==> src/rtl/efws_pkg.sv <==
// Shared types and constants for the earliest-free worker scheduler.
`timescale 1ns / 1ps

package efws_pkg;

	localparam int MAX_WORKERS   = 16;
	localparam int TIME_BITS     = 48;
	localparam int IDX_BITS      = (MAX_WORKERS > 1) ? $clog2(MAX_WORKERS) : 1;
	localparam int CNT_BITS      = $clog2(MAX_WORKERS + 1);
	localparam int CHILD_BITS    = IDX_BITS + 2;
	localparam int CFG_BITS      = 5;
	localparam int DUR_BITS      = 32;
	localparam int WORKER_BITS   = 4;
	localparam int START_BITS    = 48;
	localparam int RESET_WORKERS = (2 > MAX_WORKERS) ? MAX_WORKERS : 2;

	typedef struct packed {
		logic [TIME_BITS-1:0] ftime;
		logic [IDX_BITS-1:0]  id;
	} entry_t;

	localparam int ENTRY_BITS = $bits(entry_t);

	typedef enum logic [1:0] {
		S_IDLE,
		S_LVL,
		S_CMPL,
		S_CMPR
	} state_t;

endpackage

==> src/rtl/efws_ram.sv <==
// Generic single-write, single-read RAM with registered read data.
`timescale 1ns / 1ps

module efws_ram #(
	parameter int WIDTH = 8,
	parameter int DEPTH = 16,
	localparam int AW   = (DEPTH > 1) ? $clog2(DEPTH) : 1
) (
	input  logic             clk,
	input  logic             we,
	input  logic [AW-1:0]    waddr,
	input  logic [WIDTH-1:0] wdata,
	input  logic [AW-1:0]    raddr,
	output logic [WIDTH-1:0] rdata
);

	logic [WIDTH-1:0] mem_q [DEPTH];

	always_ff @(posedge clk) begin
		if (we) begin
			mem_q[waddr] <= wdata;
		end
		rdata <= mem_q[raddr];
	end

endmodule

==> src/rtl/efws_cmp.sv <==
// Shared heap-order comparator: earlier free time first, then lower worker index.
`timescale 1ns / 1ps

module efws_cmp (
	input  efws_pkg::entry_t a,
	input  efws_pkg::entry_t b,
	output logic             earlier
);

	assign earlier = (a.ftime < b.ftime) || ((a.ftime == b.ftime) && (a.id < b.id));

endmodule

==> src/rtl/earliest_free_worker_scheduler.sv <==
// Top level of the earliest-free worker scheduler: heap sequencer and handshakes.
//
// Channel  Direction  Handshake             Payload
// in       input      in_valid / in_stall   job_duration[31:0]
// out      output     out_valid / out_stall assigned_worker[3:0], start_time[47:0]
// cfg      input      cfg_valid / cfg_ready cfg_data[4:0] (worker_count)
//
// The result of a request comes from the cached heap root. The sift-down then
// visits S_LVL, S_CMPL and S_CMPR at a level with two children, S_LVL and
// S_CMPL with one child and S_LVL alone at the bottom, a sequence set by the
// single comparator and the one-read-port heap RAM.
// No new request is taken during the sift or while a held result is stalled.
// Reset and a worker_count write rebuild the heap at once through valid bits.
`timescale 1ns / 1ps

module earliest_free_worker_scheduler (
	input  logic                                 clk,
	input  logic                                 arst_n,
	input  logic                                 in_valid,
	output logic                                 in_stall,
	input  logic [efws_pkg::DUR_BITS-1:0]        job_duration,
	output logic                                 out_valid,
	input  logic                                 out_stall,
	output logic [efws_pkg::WORKER_BITS-1:0]     assigned_worker,
	output logic [efws_pkg::START_BITS-1:0]      start_time,
	input  logic                                 cfg_valid,
	output logic                                 cfg_ready,
	input  logic [efws_pkg::CFG_BITS-1:0]        cfg_data
);

	efws_pkg::state_t                         state_q, state_d;
	logic [efws_pkg::IDX_BITS-1:0]            pos_q, pos_d;
	efws_pkg::entry_t                         cur_q;
	efws_pkg::entry_t                         best_q, best_d;
	logic                                     best_child_q, best_child_d;
	efws_pkg::entry_t                         root_q;
	logic [efws_pkg::CNT_BITS-1:0]            n_q;
	logic [efws_pkg::MAX_WORKERS-1:0]         valid_q;
	logic                                     rd_valid_s1;
	logic [efws_pkg::IDX_BITS-1:0]            rd_addr_s1;
	logic                                     out_valid_q;
	logic [efws_pkg::WORKER_BITS-1:0]         out_id_q;
	logic [efws_pkg::START_BITS-1:0]          out_start_q;

	logic                                     in_acc;
	logic                                     cfg_acc;
	logic                                     ram_we;
	logic [efws_pkg::IDX_BITS-1:0]            waddr;
	efws_pkg::entry_t                         wdata;
	logic [efws_pkg::IDX_BITS-1:0]            raddr;
	logic [efws_pkg::ENTRY_BITS-1:0]          ram_rdata;
	efws_pkg::entry_t                         rd_entry;
	efws_pkg::entry_t                         cmp_b;
	logic                                     earlier;
	logic [efws_pkg::CHILD_BITS-1:0]          left;
	logic [efws_pkg::CHILD_BITS-1:0]          right;
	logic [efws_pkg::CHILD_BITS-1:0]          n_ext;
	logic [efws_pkg::TIME_BITS:0]             sum;
	logic [efws_pkg::TIME_BITS-1:0]           sat_time;

	assign cfg_ready = (state_q == efws_pkg::S_IDLE);
	assign cfg_acc   = cfg_valid && cfg_ready;
	assign in_stall  = !((state_q == efws_pkg::S_IDLE) && !cfg_valid &&
		(!out_valid_q || !out_stall));
	assign in_acc    = in_valid && !in_stall;

	assign out_valid       = out_valid_q;
	assign assigned_worker = out_id_q;
	assign start_time      = out_start_q;

	assign sum      = {1'b0, root_q.ftime} + (efws_pkg::TIME_BITS + 1)'(job_duration);
	assign sat_time = sum[efws_pkg::TIME_BITS] ? '1 : sum[efws_pkg::TIME_BITS-1:0];

	assign left  = efws_pkg::CHILD_BITS'({pos_q, 1'b1});
	assign right = left + efws_pkg::CHILD_BITS'(1);
	assign n_ext = efws_pkg::CHILD_BITS'(n_q);

	always_comb begin
		rd_entry = efws_pkg::entry_t'(ram_rdata);
		if (!rd_valid_s1) begin
			rd_entry.ftime = '0;
			rd_entry.id    = rd_addr_s1;
		end
	end

	assign cmp_b = (state_q == efws_pkg::S_CMPL) ? cur_q : best_q;

	efws_cmp u_cmp (
		.a       (rd_entry),
		.b       (cmp_b),
		.earlier (earlier)
	);

	efws_ram #(
		.WIDTH (efws_pkg::ENTRY_BITS),
		.DEPTH (efws_pkg::MAX_WORKERS)
	) u_heap (
		.clk   (clk),
		.we    (ram_we),
		.waddr (waddr),
		.wdata (wdata),
		.raddr (raddr),
		.rdata (ram_rdata)
	);

	always_comb begin
		state_d      = state_q;
		pos_d        = pos_q;
		best_d       = best_q;
		best_child_d = best_child_q;
		ram_we       = 1'b0;
		waddr        = pos_q;
		wdata        = cur_q;
		raddr        = left[efws_pkg::IDX_BITS-1:0];
		case (state_q)
			efws_pkg::S_IDLE: begin
				if (in_acc) begin
					pos_d   = '0;
					state_d = efws_pkg::S_LVL;
				end
			end
			efws_pkg::S_LVL: begin
				if (left < n_ext) begin
					state_d = efws_pkg::S_CMPL;
				end else begin
					ram_we  = 1'b1;
					state_d = efws_pkg::S_IDLE;
				end
			end
			efws_pkg::S_CMPL: begin
				best_child_d = earlier;
				best_d       = earlier ? rd_entry : cur_q;
				if (right < n_ext) begin
					raddr   = right[efws_pkg::IDX_BITS-1:0];
					state_d = efws_pkg::S_CMPR;
				end else if (earlier) begin
					ram_we  = 1'b1;
					wdata   = rd_entry;
					pos_d   = left[efws_pkg::IDX_BITS-1:0];
					state_d = efws_pkg::S_LVL;
				end else begin
					ram_we  = 1'b1;
					state_d = efws_pkg::S_IDLE;
				end
			end
			efws_pkg::S_CMPR: begin
				if (earlier) begin
					ram_we  = 1'b1;
					wdata   = rd_entry;
					pos_d   = right[efws_pkg::IDX_BITS-1:0];
					state_d = efws_pkg::S_LVL;
				end else if (best_child_q) begin
					ram_we  = 1'b1;
					wdata   = best_q;
					pos_d   = left[efws_pkg::IDX_BITS-1:0];
					state_d = efws_pkg::S_LVL;
				end else begin
					ram_we  = 1'b1;
					state_d = efws_pkg::S_IDLE;
				end
			end
			default: begin
				state_d = efws_pkg::S_IDLE;
			end
		endcase
	end

	always_ff @(posedge clk or negedge arst_n) begin
		if (!arst_n) begin
			state_q <= efws_pkg::S_IDLE;
		end else begin
			state_q <= state_d;
		end
	end

	always_ff @(posedge clk or negedge arst_n) begin
		if (!arst_n) begin
			n_q          <= efws_pkg::CNT_BITS'(efws_pkg::RESET_WORKERS);
			valid_q      <= '0;
			root_q       <= '0;
			rd_valid_s1  <= 1'b0;
			out_valid_q  <= 1'b0;
			pos_q        <= '0;
			best_child_q <= 1'b0;
		end else begin
			rd_valid_s1  <= valid_q[raddr];
			pos_q        <= pos_d;
			best_child_q <= best_child_d;
			if (cfg_acc) begin
				if (cfg_data == '0) begin
					n_q <= efws_pkg::CNT_BITS'(1);
				end else if (32'(cfg_data) > efws_pkg::MAX_WORKERS) begin
					n_q <= efws_pkg::CNT_BITS'(efws_pkg::MAX_WORKERS);
				end else begin
					n_q <= efws_pkg::CNT_BITS'(cfg_data);
				end
				valid_q <= '0;
				root_q  <= '0;
			end else if (ram_we) begin
				valid_q[waddr] <= 1'b1;
				if (waddr == '0) begin
					root_q <= wdata;
				end
			end
			if (in_acc) begin
				out_valid_q <= 1'b1;
			end else if (!out_stall) begin
				out_valid_q <= 1'b0;
			end
		end
	end

	always_ff @(posedge clk) begin
		rd_addr_s1 <= raddr;
		best_q     <= best_d;
		if (in_acc) begin
			out_id_q    <= efws_pkg::WORKER_BITS'(root_q.id);
			out_start_q <= efws_pkg::START_BITS'(root_q.ftime);
			cur_q.ftime <= sat_time;
			cur_q.id    <= root_q.id;
		end
	end

`ifndef NO_ASSERTIONS
	a_accept_loads_out: assert property (@(posedge clk) disable iff (!arst_n)
		in_acc |=> out_valid_q)
		else $error("accepted request did not produce a result");

	a_write_only_busy: assert property (@(posedge clk) disable iff (!arst_n)
		ram_we |-> (state_q != efws_pkg::S_IDLE))
		else $error("heap written while idle");

	a_pos_in_heap: assert property (@(posedge clk) disable iff (!arst_n)
		(state_q != efws_pkg::S_IDLE) |-> (efws_pkg::CHILD_BITS'(pos_q) < n_ext))
		else $error("sift position beyond heap size");

	a_root_tracks: assert property (@(posedge clk) disable iff (!arst_n)
		(ram_we && (waddr == '0) && !cfg_acc) |=> (root_q == $past(wdata)))
		else $error("cached root does not match heap entry zero");
`endif

endmodule

==> config.mk <==
export PLATFORM = sky130hd
export DESIGN_NAME = earliest_free_worker_scheduler
export DESIGN_NICKNAME = d
export VERILOG_FILES = /design/src/rtl/efws_pkg.sv /design/src/rtl/efws_ram.sv /design/src/rtl/efws_cmp.sv /design/src/rtl/earliest_free_worker_scheduler.sv
export SDC_FILE = /design/constraint.sdc
export NUM_CORES = 2
export LEC_CHECK = 0
export ABC_CLOCK_PERIOD_IN_PS = 7800
export BUFFER_PORTS_ARGS = -buffer_cell sky130_fd_sc_hd__clkbuf_2
export CAP_MARGIN = 20
export CORE_UTILIZATION = 63
export DETAILED_ROUTE_END_ITERATION = 10
export GPL_ROUTABILITY_DRIVEN = 0
export PLACE_DENSITY = 0.88
export SLEW_MARGIN = 20
export SYNTH_ARGS = -nofsm -noshare
export SYNTH_HDL_FRONTEND = slang
export SYNTH_SLANG_ARGS = --single-unit
==> constraint.sdc <==
create_clock -name clk -period 7.8 [get_ports clk]
set_input_delay 1.17 -clock clk [delete_from_list [all_inputs] [get_ports clk]]
set_output_delay 1.17 -clock clk [all_outputs]
set_load 0.05 [all_outputs]
Word level (Yosys, flattened, before mapping)
Memories as Yosys holds them, arrays and structs flattened. A register that Yosys moved wholly into a read port is not among the register bits.
Index checks and enable logic that the tools add are counted.
W data, S select, Z words.

word-level totals
  bits in read-only memories = 0
  word-level logic and storage cells = 96
  output and inout port bits = 55
  input port bits = 42
  latch bits = 0
  memories = 1
  RAM bits = 832
  register bits after elaboration = 238

memory list
  memory        words  bits a word  read ports  clocked after memory_dff  write ports  RTL line        source
  u_heap.mem_q  16     52           1           1                         1            efws_ram.sv:17  logic [WIDTH-1:0] mem_q [DEPTH];

cells by class
  shift operators = 0
  bitwise operators = 1
  divide/modulo/power cells = 0
  reduce and logical (&&, ||, !) cells = 20
  $lt $le $gt $ge = 8
  eq/ne operators = 9
  multiplexer cells = 40
  add/sub/neg operators = 2
  multipliers = 0

operators with widths
  cell                   number
  $mux W52               9
  $pmux W52 S2           1
  $add A48 B32 Y49       1
  $eq A48 B48 Y1         1
  $lt A48 B48 Y1         1
  $mux W16               2
  $mux W4                7
  $or A16 B16 Y16        1
  $pmux W4 S3            1
  $mux W1                11
  $lt A4 B5 Y1 const B   2
  $mux W5                2
  $pmux W2 S4            1
  $add A5 B1 Y6 const B  1
  $logic_and A1 B1 Y1    6
  $lt A6 B5 Y1           1
  $mux W2                3
  $gt A5 B5 Y1 const B   1
  $logic_not A5 Y1       1
  $lt A5 B5 Y1           1
  $reduce_and A5 Y1      1
  $bmux W1 S4            1
  $demux W1 S4           1
  $eq A2 B2 Y1 const B   2
  other kinds (14)       21

Logic depth before layout (Yosys ltp)
  depth after elaboration = 11
  depth in mapped cells = 18
  depth with buffers taken out = 14

Hierarchy
A second synthesis with hierarchy kept.

unflattened totals
  cell total of the unflattened synthesis = 3,001
  area, all modules = 47,699.5 um2

by module, submodules not included
  module                          cells an instance  instances  sequential area each (um2)  area each (um2)
  efws_ram                        1,344              1          26,025.0                    32,217.1
  earliest_free_worker_scheduler  1,481              1          6,697.7                     14,146.1
  efws_cmp                        176                1          0.0                         1,336.3

Least setup slack after synthesis
No wires, ideal clock.

  path type = reg2reg
  start = register pos_q[0] (netlist name)
  end = memory u_heap.mem_q[3][0] (netlist name), enable pin
  stages on the path, launching flop included = 13
  setup time = 528 ps
  buffers on the path = 4
  period minus slack after synthesis = 7,003 ps
  arrival = 6,475 ps
  path slack = 797 ps
  required time = 7,272 ps
  cells stage by stage = dfrtp_1 clkbuf_1 buf_1 clkbuf_1 clkbuf_1 nand3_1 xnor2_1 ha_1 o21a_1 o31ai_1 a21boi_1 nand2_1 nor3_1

on the way
  cells in the longest elaborated chain, start to end = 6
  elaborated cells on any way between the ends = 8
  those cells by class = 1 x add/sub; 2 x order compare; 5 x mux

ends and longest elaborated chain
  element                        RTL line                               source
  from (decl)                    earliest_free_worker_scheduler.sv:32   logic [efws_pkg::IDX_BITS-1:0] pos_q, pos_d;
  from (signal assigned)         earliest_free_worker_scheduler.sv:187  pos_q <= pos_d;
  $add A5 B1 Y6                  earliest_free_worker_scheduler.sv:75   assign right = left + efws_pkg::CHILD_BITS'(1);
  $lt A6 B5 Y1                   earliest_free_worker_scheduler.sv:133  if (right < n_ext) begin
  $mux W1                        earliest_free_worker_scheduler.sv:133
  $pmux W1 S3                    earliest_free_worker_scheduler.sv:115  case (state_q)
  $mux W1                        efws_ram.sv:20                         if (we) begin
  $mux W1 (implied by the code)  efws_ram.sv:21                         mem_q[waddr] <= wdata;
  to (decl)                      efws_ram.sv:17

Parallel ways exist; a longest one is shown, timed or not.

Final worst setup path
  start = register state_q[0]
  end = memory u_heap.mem_q[13][13] (netlist name), data pin

on the way
  cells in the longest elaborated chain, start to end = 8
  elaborated cells on any way between the ends = 12
  those cells by class = 2 x order compare; 3 x eq/ne; 5 x mux; 2 x reduce/logical

ends and longest elaborated chain
  element                                                 RTL line                               source
  from (decl)                                             earliest_free_worker_scheduler.sv:31   efws_pkg::state_t state_q, state_d;
  from (signal assigned)                                  earliest_free_worker_scheduler.sv:170  state_q <= efws_pkg::S_IDLE;
  from (signal assigned)                                  earliest_free_worker_scheduler.sv:172  state_q <= state_d;
  branches (longest 7 deep; another with $lt A48 B48 Y1)  -
  $pmux W52 S2 *                                          earliest_free_worker_scheduler.sv:115
  named net u_heap.wdata[13]                              efws_ram.sv:12                         input logic [WIDTH-1:0] wdata,

Mark *: on every way through the listed nets, which the timed path passes.

==> flow_summary.toml <==
[run_status]
outcome = "finished clean"

[die]
dieArea_sq_mm = 0.0764
fp-row-count = 100
design.portCount = 97
die_width_microns = 276
die_h_microns = 276
start_util_pct = 63.7
core_area_sq_mm = 0.0744

[global_routing]
first_pass_grt_wire_length_microns = 193000
track_usage_pct = 34.2
overflow = 0
grt_antenna_before_repair = 5
grt_start_max_net_pins = 144
vias_in_the_first_global_route = 30666

[sta]
max_slew_margin_vs_limit_pct = 17.6
min_period_ns = 6.04
worst_pin_slew_ns = 1.24
finClkSkew_ns = 0.0442
setup_ws_ns = 1.76
tns_ns = 0
timing.final.crit_share_pct = 77.4
timing.final.setup_violations = 0
final_hold_viol_count = 0
finalMaxSlewViolations = 0
unrepaired_setup_endpoints_after_global_routing = "no"
fmaxAchievable_mhz = 166

[pwr]
power-per-cell-area_mw_per_mm2 = 395
p_leak_nw = 18.5
post-layout-total-power_mw = 20.8
worst_ir_drop_vdd_mv = 0.382

[synth]
synth_cell_types = 78
async_reset_ff_share_pct = 7.31
ys.flop_type = "edfxtp_1"
synth.net_count = 3151
mappedNetlistArea_sq_mm = 0.0474
synth.ff_latch_count = 1122
count_of_flip_flops_with_a_built_in_enable_after_synthesis = 984
synthesis.area_per_instance_sq_um = 15.7
ys_seq_area_share_pct = 69.0
yosys_warns = 0
synthCells = 3013

[clock_network]
post-cts-setup-buffer-count = 0
cts_repair_resize_count = 0
cts-hold-fix-buffers = 0
htree_levels = 3
max-clock-path-buffers = 3
insertion_delay_ns = 0.71
clk_pin_slew_ns = 0.06
cts_tree = "yes"
cts-buffers-inserted = 106
cts_root_buffer = "clkbuf_16"
tritoncts_num_sinks = 1122

[routing]
drt_first_iter_violations = 5236
avg_wl_per_cell_microns = 31.8
detail-route-antenna-nets = 0
dr.pass1.iters = 6
detailroute.via_count = 30589
drt_drc_violations_left = 0
route.detailed.vias_per_inst = 7.37
wl_microns = 132000

[finish]
area_delta_synth_final_pct = 10.9
regArea_sq_mm = 0.0327
multi_input_comb_area_sq_mm = 0.0140
stdcell_count = 4152
nFillCells = 4126
postLayoutCellArea_sq_mm = 0.0526
final_nets = 3226
drive_gt1_share_pct = 17.1

[placed_design]
io_buffers = 96
placement.cell_area_sq_mm = 0.0489
detailedPlacementHpwl_microns = 72200
dp_cells = 3949
preCtsSetupSlack_ns = 2.24

[run]
max_capacitance_violation_count = 0

[worst_setup_path]
worstPathMaxFanout = 47
cp.required_ns = 8.04
critical_path_class = "flip-flop to flip-flop"
worst-endpoint-arrival_ns = 6.28
worst_setup_path_end_kind = "flip-flop"
critical_path.startpoint_type = "flip-flop"

[hold_path]
holdCritPathClass = "flip-flop to flip-flop"
report_power, final:
group | leakage, nW | switching (mW) | internal [mW] | total (mW)
clock network | 1.74 | 2.27 | 3.07 | 5.34
registers | 10.5 | 0.643 | 8.15 | 8.79
logic | 6.28 | 4.43 | 2.21 | 6.63
total | 18.5 | 7.34 | 13.4 | 20.8
cells by family after synthesis:
family / synth area share [%]
AOI/OAI and AO/OA: 9.50
xor gates and xnor gates: 0.554
adders and majority gates: 2.55
buffers and inverters: 1.86
DFF: 69.0
muxes: 10.6
and+or+nand+nor: 5.89
final timing paths:
kind,from,to,slack [ns],depth (start not counted)
worst min register to register,root_q[1]$_DFFE_PN0P_,assigned_worker[1]$_DFFE_PP_,0.46,0
worst min-delay path,root_q[1]$_DFFE_PN0P_,assigned_worker[1]$_DFFE_PP_,0.46,0
min in group asynchronous,arst_n,root_q[5]$_DFFE_PN0P_,0.56,1
worst max register to register,state_q[0]$_DFFE_PN0P_,u_heap.mem_q[13][13]$_DFFE_PP_,1.76,13
max in group asynchronous,arst_n,pos_q[0]$_DFFE_PN0P_,6.59,1
worst max-delay path,state_q[0]$_DFFE_PN0P_,u_heap.mem_q[13][13]$_DFFE_PP_,1.76,13
worst max-delay path, stage by stage (launching register included):
cell and delay [ns]:
dfrtp_1 0.48, nand2b_4 0.77, buf_4 0.41, mux2i_1 0.13
ha_1 0.36, nand4_1 0.25, nor4_4 0.42, nand3_1 0.12
or3_4 0.37, o31ai_2 0.17, a21oi_4 0.19, buf_4 0.40
a22oi_1 0.86, nand2_1 0.60
stage by stage:
stage,util (%),hold slack (ns)
6_report,70.6,0.462
3_3_place_gp,65.7,0.441
4_1_cts,70.6,0.460
3_5_place_dp,65.7,0.442
2_1_floorplan,-,0.423
5_1_grt,70.6,0.486
layout by cell type (no fill, tap or decap), types with 80 or more instances in the layout:
cell type  Yosys  final
edfxtp_1     984    984
nand2_1      300    300
mux2i_1      162    162
mux4_2       122    122
nand3_1      121    121
clkbuf_16      0    107
a22oi_1      103    103
ha_1          95     95
clkbuf_2       0     95
dfrtp_1       81     80
synthesized netlist by cell type (all sizes together) (56+ instances only):
cell / count / share of area, %
edfxtp: 984 / 62
mux2: 59 / 1.4
nand2: 301 / 2.4
dfrtp: 81 / 4.3
mux4: 122 / 5.8
ha: 95 / 2.5
a22oi: 103 / 1.6
buf: 69 / 0.76
mux2i: 162 / 3.4
nand3: 121 / 1.3
a21oi: 83 / 0.92
o21ai: 85 / 0.90
dfxtp: 56 / 2.4
clkbuf: 115 / 0.91
registers in the layout, summed over array words and instances (netlist names), 5 cells and up:
signal and count:
best_q 52, cur_q 48, n_q 5, root_q 52, start_time 48, u_heap.mem_q 832, u_heap.rdata 52, valid_q 16
area by class of cell:
| type | instances | area share, % |
|---|---|---|
| well taps | 969 | 2.31 |
| flip-flops and latches | 1122 | 62.3 |
| inverters | 24 | 0.174 |
| clock buffers | 141 | 5.55 |
| multi-input cells | 1683 | 26.6 |
| clock inverters | 58 | 1.30 |
| diodes | 4 | 0.0190 |
| repair buffers | 151 | 1.76 |
per-layer routing:
layer	part of all wire, %	vias up	global-route usage [%]
met5	0.020	-	0
met4	6.8	4	21.2
met3	14	659	9.57
met2	46	2886	53.7
met1	33	14929	42.5
li1	-	12111	-
Note: power is estimated with default switching activity, not from simulation.
